--- src/spt_pkg.sv ---
// Shared constants and controller/datapath interface types for the spark tachometer.
package spt_pkg;

  localparam int unsigned PERIOD_BITS_DEF = 24;
  localparam int unsigned SAMPLE_BITS_DEF = 12;

  localparam int unsigned THR_BITS  = 12;
  localparam int unsigned TPM_BITS  = 24;
  localparam int unsigned RPM_BITS  = 16;
  localparam int unsigned GAIN_BITS = 16;
  localparam int unsigned AVG_BITS  = 32;
  localparam int unsigned FRAC_BITS = 16;

  localparam int unsigned CFG_DATA_BITS = 24;
  localparam int unsigned CFG_IDX_BITS  = 2;

  localparam int unsigned DIV_CNT_BITS = $clog2(TPM_BITS);

  localparam logic [THR_BITS-1:0]  THRESHOLD_RST = THR_BITS'(3500);
  localparam logic [TPM_BITS-1:0]  TPM_RST       = TPM_BITS'(600000);
  localparam logic [RPM_BITS-1:0]  MAX_RPM_RST   = RPM_BITS'(8000);
  localparam logic [GAIN_BITS-1:0] GAIN_RST      = GAIN_BITS'(3277);

  typedef enum logic [CFG_IDX_BITS-1:0] {
    CFG_SPARK_THRESHOLD  = 2'd0,
    CFG_TICKS_PER_MINUTE = 2'd1,
    CFG_MAX_RPM          = 2'd2,
    CFG_SMOOTHING_GAIN   = 2'd3
  } cfg_idx_e;

  typedef struct packed {
    logic accept;
    logic div_step;
    logic clamp;
    logic mul;
    logic sum;
  } ctrl_cmd_t;

  typedef struct packed {
    logic spark_period;
    logic div_last;
  } dp_status_t;

endpackage

--- src/spark_tachometer_smoothed.sv ---
// Top level of the spark tachometer with smoothed RPM output.
// A sample that completes no period gives its result in the cycle after acceptance.
// A sample that completes a period steps through the bit-serial RPM divider, then
// the clamp, multiply and average steps. One sample is in work at a time.
// Samples without a period can be taken every cycle while the output is not stalled.
// Reset (asynchronous, active low) restores defaults and clears the FSM and results.
module spark_tachometer_smoothed #(
  parameter int unsigned PERIOD_BITS = spt_pkg::PERIOD_BITS_DEF,
  parameter int unsigned SAMPLE_BITS = spt_pkg::SAMPLE_BITS_DEF
) (
  input  logic                              clk_i,
  input  logic                              rst_ni,
  input  logic                              cfg_we_i,
  input  logic [spt_pkg::CFG_IDX_BITS-1:0]  cfg_idx_i,
  input  logic [spt_pkg::CFG_DATA_BITS-1:0] cfg_data_i,
  input  logic                              in_valid_i,
  output logic                              in_ready_o,
  input  logic [SAMPLE_BITS-1:0]            adc_sample_i,
  output logic                              out_valid_o,
  input  logic                              out_ready_i,
  output logic                              period_valid_o,
  output logic [PERIOD_BITS-1:0]            period_ticks_o,
  output logic [spt_pkg::RPM_BITS-1:0]      instant_rpm_o,
  output logic [spt_pkg::RPM_BITS-1:0]      smoothed_rpm_o
);

  spt_pkg::ctrl_cmd_t  cmd;
  spt_pkg::dp_status_t status;

  spt_ctrl u_ctrl (
    .clk_i       (clk_i),
    .rst_ni      (rst_ni),
    .in_valid_i  (in_valid_i),
    .in_ready_o  (in_ready_o),
    .out_valid_o (out_valid_o),
    .out_ready_i (out_ready_i),
    .status_i    (status),
    .cmd_o       (cmd)
  );

  spt_dpath #(
    .PERIOD_BITS (PERIOD_BITS),
    .SAMPLE_BITS (SAMPLE_BITS)
  ) u_dpath (
    .clk_i          (clk_i),
    .rst_ni         (rst_ni),
    .cfg_we_i       (cfg_we_i),
    .cfg_idx_i      (cfg_idx_i),
    .cfg_data_i     (cfg_data_i),
    .adc_sample_i   (adc_sample_i),
    .cmd_i          (cmd),
    .status_o       (status),
    .period_valid_o (period_valid_o),
    .period_ticks_o (period_ticks_o),
    .instant_rpm_o  (instant_rpm_o),
    .smoothed_rpm_o (smoothed_rpm_o)
  );

endmodule

--- src/spt_ctrl.sv ---
// Sequencing state machine for the spark tachometer: handshakes, divide, clamp and average steps.
module spt_ctrl (
  input  logic                clk_i,
  input  logic                rst_ni,
  input  logic                in_valid_i,
  output logic                in_ready_o,
  output logic                out_valid_o,
  input  logic                out_ready_i,
  input  spt_pkg::dp_status_t status_i,
  output spt_pkg::ctrl_cmd_t  cmd_o
);

  typedef enum logic [4:0] {
    ST_IDLE  = 5'b00001,
    ST_DIV   = 5'b00010,
    ST_CLAMP = 5'b00100,
    ST_MUL   = 5'b01000,
    ST_SUM   = 5'b10000
  } state_e;

  state_e state_q, state_d;
  logic   out_valid_q, out_valid_d;
  logic   accept;

  assign in_ready_o  = (state_q == ST_IDLE) && (!out_valid_q || out_ready_i);
  assign accept      = in_valid_i && in_ready_o;
  assign out_valid_o = out_valid_q;

  always_comb begin
    state_d         = state_q;
    cmd_o           = '0;
    cmd_o.accept    = accept;
    out_valid_d     = out_valid_q && !out_ready_i;
    case (state_q)
      ST_IDLE: begin
        if (accept) begin
          if (status_i.spark_period) begin
            state_d = ST_DIV;
          end else begin
            out_valid_d = 1'b1;
          end
        end
      end
      ST_DIV: begin
        cmd_o.div_step = 1'b1;
        if (status_i.div_last) begin
          state_d = ST_CLAMP;
        end
      end
      ST_CLAMP: begin
        cmd_o.clamp = 1'b1;
        state_d     = ST_MUL;
      end
      ST_MUL: begin
        cmd_o.mul = 1'b1;
        state_d   = ST_SUM;
      end
      ST_SUM: begin
        cmd_o.sum   = 1'b1;
        out_valid_d = 1'b1;
        state_d     = ST_IDLE;
      end
      default: begin
        state_d = ST_IDLE;
      end
    endcase
  end

  always_ff @(posedge clk_i or negedge rst_ni) begin
    if (!rst_ni) begin
      state_q     <= ST_IDLE;
      out_valid_q <= 1'b0;
    end else begin
      state_q     <= state_d;
      out_valid_q <= out_valid_d;
    end
  end

endmodule

--- src/spt_dpath.sv ---
// Datapath for the spark tachometer: configuration, edge detect, period counter, divider and average.
module spt_dpath #(
  parameter int unsigned PERIOD_BITS = spt_pkg::PERIOD_BITS_DEF,
  parameter int unsigned SAMPLE_BITS = spt_pkg::SAMPLE_BITS_DEF
) (
  input  logic                                clk_i,
  input  logic                                rst_ni,
  input  logic                                cfg_we_i,
  input  logic [spt_pkg::CFG_IDX_BITS-1:0]    cfg_idx_i,
  input  logic [spt_pkg::CFG_DATA_BITS-1:0]   cfg_data_i,
  input  logic [SAMPLE_BITS-1:0]              adc_sample_i,
  input  spt_pkg::ctrl_cmd_t                  cmd_i,
  output spt_pkg::dp_status_t                 status_o,
  output logic                                period_valid_o,
  output logic [PERIOD_BITS-1:0]              period_ticks_o,
  output logic [spt_pkg::RPM_BITS-1:0]        instant_rpm_o,
  output logic [spt_pkg::RPM_BITS-1:0]        smoothed_rpm_o
);

  localparam int unsigned CMP_BITS =
    (SAMPLE_BITS > spt_pkg::THR_BITS) ? SAMPLE_BITS : spt_pkg::THR_BITS;
  localparam int unsigned GC_BITS  = spt_pkg::GAIN_BITS + 1;
  localparam int unsigned PA_BITS  = GC_BITS + spt_pkg::AVG_BITS;
  localparam int unsigned PB_BITS  = spt_pkg::GAIN_BITS + spt_pkg::RPM_BITS;

  logic [spt_pkg::THR_BITS-1:0]  thr_q;
  logic [spt_pkg::TPM_BITS-1:0]  tpm_q;
  logic [spt_pkg::RPM_BITS-1:0]  max_q;
  logic [spt_pkg::GAIN_BITS-1:0] gain_q;

  logic                          was_above_q;
  logic                          seen_q;
  logic [PERIOD_BITS-1:0]        ticks_q;
  logic [PERIOD_BITS-1:0]        period_q;
  logic [spt_pkg::RPM_BITS-1:0]  inst_q;
  logic [spt_pkg::AVG_BITS-1:0]  avg_q;
  logic                          pv_q;

  logic [spt_pkg::TPM_BITS-1:0]     num_q;
  logic [PERIOD_BITS-1:0]           rem_q;
  logic [spt_pkg::DIV_CNT_BITS-1:0] cnt_q;
  logic [PA_BITS-1:0]               prod_a_q;
  logic [PB_BITS-1:0]               prod_b_q;

  logic [CMP_BITS-1:0]    sample_ext;
  logic [CMP_BITS-1:0]    thr_ext;
  logic                   above;
  logic                   spark;
  logic [PERIOD_BITS-1:0] ticks_inc;
  logic [PERIOD_BITS:0]   rem_sh;
  logic [PERIOD_BITS:0]   rem_sub;
  logic                   rem_ge;
  logic [GC_BITS-1:0]     gain_c;
  logic [spt_pkg::AVG_BITS-1:0] mix;

  assign sample_ext = CMP_BITS'(adc_sample_i);
  assign thr_ext    = CMP_BITS'(thr_q) & CMP_BITS'({SAMPLE_BITS{1'b1}});
  assign above      = sample_ext > thr_ext;
  assign spark      = above && !was_above_q;
  assign ticks_inc  = (ticks_q == {PERIOD_BITS{1'b1}}) ? ticks_q : ticks_q + 1'b1;

  assign rem_sh  = {rem_q, num_q[spt_pkg::TPM_BITS-1]};
  assign rem_ge  = rem_sh >= {1'b0, period_q};
  assign rem_sub = rem_sh - {1'b0, period_q};

  assign gain_c = GC_BITS'(1 << spt_pkg::FRAC_BITS) - GC_BITS'(gain_q);
  assign mix    = spt_pkg::AVG_BITS'(prod_a_q[PA_BITS-1:spt_pkg::FRAC_BITS])
                + spt_pkg::AVG_BITS'(prod_b_q);

  assign status_o.spark_period = spark && seen_q;
  assign status_o.div_last     = cnt_q == spt_pkg::DIV_CNT_BITS'(spt_pkg::TPM_BITS - 1);

  always_ff @(posedge clk_i or negedge rst_ni) begin
    if (!rst_ni) begin
      thr_q  <= spt_pkg::THRESHOLD_RST;
      tpm_q  <= spt_pkg::TPM_RST;
      max_q  <= spt_pkg::MAX_RPM_RST;
      gain_q <= spt_pkg::GAIN_RST;
    end else if (cfg_we_i) begin
      case (spt_pkg::cfg_idx_e'(cfg_idx_i))
        spt_pkg::CFG_SPARK_THRESHOLD:  thr_q  <= cfg_data_i[spt_pkg::THR_BITS-1:0];
        spt_pkg::CFG_TICKS_PER_MINUTE: tpm_q  <= cfg_data_i[spt_pkg::TPM_BITS-1:0];
        spt_pkg::CFG_MAX_RPM:          max_q  <= cfg_data_i[spt_pkg::RPM_BITS-1:0];
        spt_pkg::CFG_SMOOTHING_GAIN:   gain_q <= cfg_data_i[spt_pkg::GAIN_BITS-1:0];
        default: begin
        end
      endcase
    end
  end

  always_ff @(posedge clk_i or negedge rst_ni) begin
    if (!rst_ni) begin
      was_above_q <= 1'b0;
      seen_q      <= 1'b0;
      ticks_q     <= '0;
      period_q    <= '0;
      inst_q      <= '0;
      avg_q       <= '0;
      pv_q        <= 1'b0;
    end else begin
      if (cmd_i.accept) begin
        was_above_q <= above;
        seen_q      <= seen_q || spark;
        ticks_q     <= spark ? '0 : ticks_inc;
        pv_q        <= 1'b0;
        if (spark && seen_q) begin
          period_q <= ticks_inc;
        end
      end
      if (cmd_i.clamp) begin
        inst_q <= (num_q > spt_pkg::TPM_BITS'(max_q)) ? max_q
                                                      : num_q[spt_pkg::RPM_BITS-1:0];
      end
      if (cmd_i.sum) begin
        pv_q  <= 1'b1;
        avg_q <= (avg_q == '0) ? {inst_q, {spt_pkg::FRAC_BITS{1'b0}}} : mix;
      end
    end
  end

  always_ff @(posedge clk_i) begin
    if (cmd_i.accept) begin
      num_q <= tpm_q;
      rem_q <= '0;
      cnt_q <= '0;
    end else if (cmd_i.div_step) begin
      num_q <= {num_q[spt_pkg::TPM_BITS-2:0], rem_ge};
      rem_q <= rem_ge ? rem_sub[PERIOD_BITS-1:0] : rem_sh[PERIOD_BITS-1:0];
      cnt_q <= cnt_q + 1'b1;
    end
    if (cmd_i.mul) begin
      prod_a_q <= PA_BITS'(gain_c) * PA_BITS'(avg_q);
      prod_b_q <= PB_BITS'(gain_q) * PB_BITS'(inst_q);
    end
  end

  assign period_valid_o = pv_q;
  assign period_ticks_o = period_q;
  assign instant_rpm_o  = inst_q;
  assign smoothed_rpm_o = avg_q[spt_pkg::AVG_BITS-1:spt_pkg::FRAC_BITS];

endmodule

--- config.mk ---
export PLATFORM = sky130hd
export DESIGN_NAME = spark_tachometer_smoothed
export DESIGN_NICKNAME = d
export VERILOG_FILES = /design/src/spt_pkg.sv /design/src/spark_tachometer_smoothed.sv /design/src/spt_ctrl.sv /design/src/spt_dpath.sv
export SDC_FILE = /design/constraint.sdc
export NUM_CORES = 2
export LEC_CHECK = 0
export BUFFER_PORTS_ARGS = -buffer_cell sky130_fd_sc_hd__buf_4
export CAP_MARGIN = 40
export CORE_MARGIN = 3
export CORE_UTILIZATION = 45
export CTS_CLUSTER_DIAMETER = 30
export CTS_CLUSTER_SIZE = 10
export DETAILED_ROUTE_END_ITERATION = 16
export GPL_ROUTABILITY_DRIVEN = 1
export GPL_TIMING_DRIVEN = 0
export HOLD_SLACK_MARGIN = 0.12
export RECOVER_POWER = 50
export SLEW_MARGIN = 10
export SYNTH_ARGS = -nofsm -noshare
export SYNTH_HDL_FRONTEND = slang
export SYNTH_SLANG_ARGS = --single-unit
--- constraint.sdc ---
create_clock -name clk_i -period 9.1 [get_ports clk_i]
set_input_delay 0.455 -clock clk_i [delete_from_list [all_inputs] [get_ports clk_i]]
set_output_delay 0.455 -clock clk_i [all_outputs]
set_load 0.01 [all_outputs]
==> results.ini <==
[synthesis]
synth-compound-area-share_pct = 8.56
syn_nets = 5457
ys_top_cells_by_area = fa_1 32%, ha_1 9.5%, dfrtp_1 8.9%
synth_seq_area_share_pct = 18.7
yosys.cell_types.count = 82
synth_xor_area_share_pct = 3.12
synthCells = 4465
synthArstFlopShare_pct = 59.7
yosysWarnings = 0
synth_top_family_by_area = adder cells
yosysTopAreaCell = fa_1
synth_top_area_share_pct = 31.8
synth_adder_area_share_pct = 41.2
syn_avg_cell_area_sq_um = 9.06
synth_area_sq_um = 40500
synthFlopType = dfrtp_1
synth_edf_count = 88
yosys.area_share.simple_pct = 16.0
muxShareOfSynthArea_pct = 2.24
yosys_register_bits = 290

[worst_setup_path]
crit_slowest_cell = fa_1
critPathArrivalTime_ns = 9.20
worst_path_largest_cell_delay_ns = 0.58
worstPathMaxFanout = 10
path_delay_family = adder cells
crit_path_end_kind = flop
worst-path-buf-inv = 9
crit_top_cell = fa_1
required_ns = 9.53
crit_type = reg -> reg
start_kind = flop

[sta]
finClkSkew_ns = 0.0866
timing.slew.headroom_pct = -171
setup_tns_ns = 0
rsz0062_at_grt = false
final-setup-viol-count = 0
fmax_ghz = 0.114
drv_slew = 73
hold_slack_ns = 0.137
post-route-period-util_pct = 96.4
period_minus_slack_ns = 8.77
tightest_slew_ns = 4.06
hold_viol_final = 0

[drt]
postRouteAntennaNets = 0
drt_first_pass_iters = 6
viasPerCell = 5.34
num_vias = 31400
routed_wl_um = 118000
drt_iter0_markers = 1917
drcViolationCount = 0
wl_per_cell_um = 20.1

[die]
initial_utilization_pct = 45.6
coreArea_sq_um = 88800
io_pins = 102
fp.dieW_um = 306
floorplan.rows = 109
dieArea_sq_um = 93600
die_h_um = 306

[flow_run]
max_cap_violations = 1

[layout]
n_antenna_cell = 0
multi_input_area_sq_um = 28900
area_growth_syn_to_layout_pct = 11.8
final-seq-area_sq_um = 7590
drive_above_1_share_pct = 7.71
layout.nets = 5664
final_common_cell = inv_1
layoutNonFillerInstCount = 5887
final_cell_mix = 804 x inv_1, 776 x nand2_1, 642 x fa_1, 307 x ha_1, 253 x and2_1
num-fill-cells = 8427

[cts]
clk_pin_slew_ns = 0.05
clk_latency_ns = 0.65
clockBufferDepth = 3
cts_buffers = 58
h-tree-depth = 2
cts.sinks = 290
cts_root_buf = clkbuf_16
cts_tree = yes

[place]
io_buffers = 101
dpl.cell_count = 5756
hpwl_um = 95100
routabilityCongestion = 0.937

[status]
violations = max-capacitance violations, max-slew violations
outcome = finished, violations left

[grt]
grt_max_degree = 102
grt_pass1_wl_um = 187000
grt_use_total_pct = 25.7
grt_antenna_before_repair = 0
grt_pass1_vias = 33100
grt.overflow.total = 0

[hold_path]
min_path_type = in -> reg

## layout make-up
type	instances	share of cell area, %
Multi-Input combinational cell	3116	63.9
Sequential cell	290	16.8
Inverter	804	6.67
Clock buffer	67	3.39
Tap cell	1165	3.22
Buffer	253	2.41
Timing Repair Buffer	149	2.37
Clock inverter	43	1.23
## timing repair
item	CTS	global route
setup buffers	1	0
hold buffers	22	0
resized for setup	25	44
pin swaps	2	4
setup endpoints to repair	23	17
hold endpoints to repair	93	0
## state kept, by name, summed over array words and instances, names as in the netlist
register                flops
u_ctrl.out_valid_o          1
u_ctrl.state_q              5
u_dpath.avg_q              32
u_dpath.cnt_q               5
u_dpath.gain_q             16
u_dpath.instant_rpm_o      16
u_dpath.max_q              16
u_dpath.num_q              24
u_dpath.period_ticks_o     24
u_dpath.period_valid_o      1
u_dpath.prod_a_q           32
u_dpath.prod_b_q           32
u_dpath.rem_q              24
u_dpath.seen_q              1
u_dpath.thr_ext            12
u_dpath.ticks_q            24
u_dpath.tpm_q              24
u_dpath.was_above_q         1
## tightest hold or removal path: stages
cell and delay (ns):
buf_4 0.10, nand2_1 0.04, o21ai_0 0.07
## synth_stat cells, drive strengths merged, types with 25 or more instances
| cell | number |
|---|---|
| inv | 804 |
| nand2 | 776 |
| fa | 642 |
| ha | 307 |
| and2 | 255 |
| clkbuf | 226 |
| a21oi | 145 |
| dfrtp | 144 |
| o21ai | 134 |
| nor2 | 108 |
| edfxtp | 88 |
| xnor2 | 87 |
| nor3 | 66 |
| a21o | 62 |
| mux2 | 59 |
| xor2 | 57 |
| nand3 | 46 |
| a211oi | 43 |
| buf | 29 |
| dfstp | 29 |
| dfxtp | 29 |
| and3 | 26 |
| nand4 | 26 |
| nor2b | 25 |
## cells by family (layout without fill, tap and decap cells)
kind of cell	count (synthesis)	count (layout)
xor+xnor	144	144
flops	290	290
compound gates	537	537
fa+ha+maj	949	949
buf+inv	1059	1316
simple gates	1403	1403
mux	83	83
## per-layer routing
| layer | wire, um | vias up | global-route usage [%] |
|---|---|---|---|
| met5 | 0 | - | 0 |
| li1 | - | 14400 | - |
| met1 | 50300 | 15700 | 34.4 |
| met2 | 54800 | 1059 | 42.3 |
| met4 | 4470 | 0 | 8.60 |
| met3 | 8560 | 242 | 4.74 |
## path summary, 6_finish.rpt
path | slack, ns | from | endpoint | depth (start not counted)
worst max-delay path | 0.33 | u_dpath.gain_q[0] | u_dpath.prod_a_q[34] | 31
worst min-delay path | 0.14 | cfg_data_i[10] | u_dpath.thr_ext[10] | 3
worst max register to register | 0.33 | u_dpath.gain_q[0] | u_dpath.prod_a_q[34] | 31
worst min register to register | 0.48 | u_dpath.rem_q[9] | u_dpath.rem_q[9] | 2
max in group asynchronous | 4.96 | rst_ni | u_dpath.thr_ext[9] | 2
min in group asynchronous | 1.76 | rst_ni | u_dpath.ticks_q[9] | 2
## stage by stage
step / utilization [%] / worst slack (ns) / instance area (sq um)
6_report: 51.0 / 0.331 / 45300
4_1_cts: 51.1 / 0.00955 / 45400
5_1_grt: 51.0 / 0.00345 / 45300
2_1_floorplan: - / 1.45 / 40500
3_3_place_gp: 48.1 / -1.75 / 42700
3_5_place_dp: 48.4 / -1.21 / 43000
Power is not shown: default switching activity piles up to over one toggle a cycle in this logic, so the estimate is an artifact.
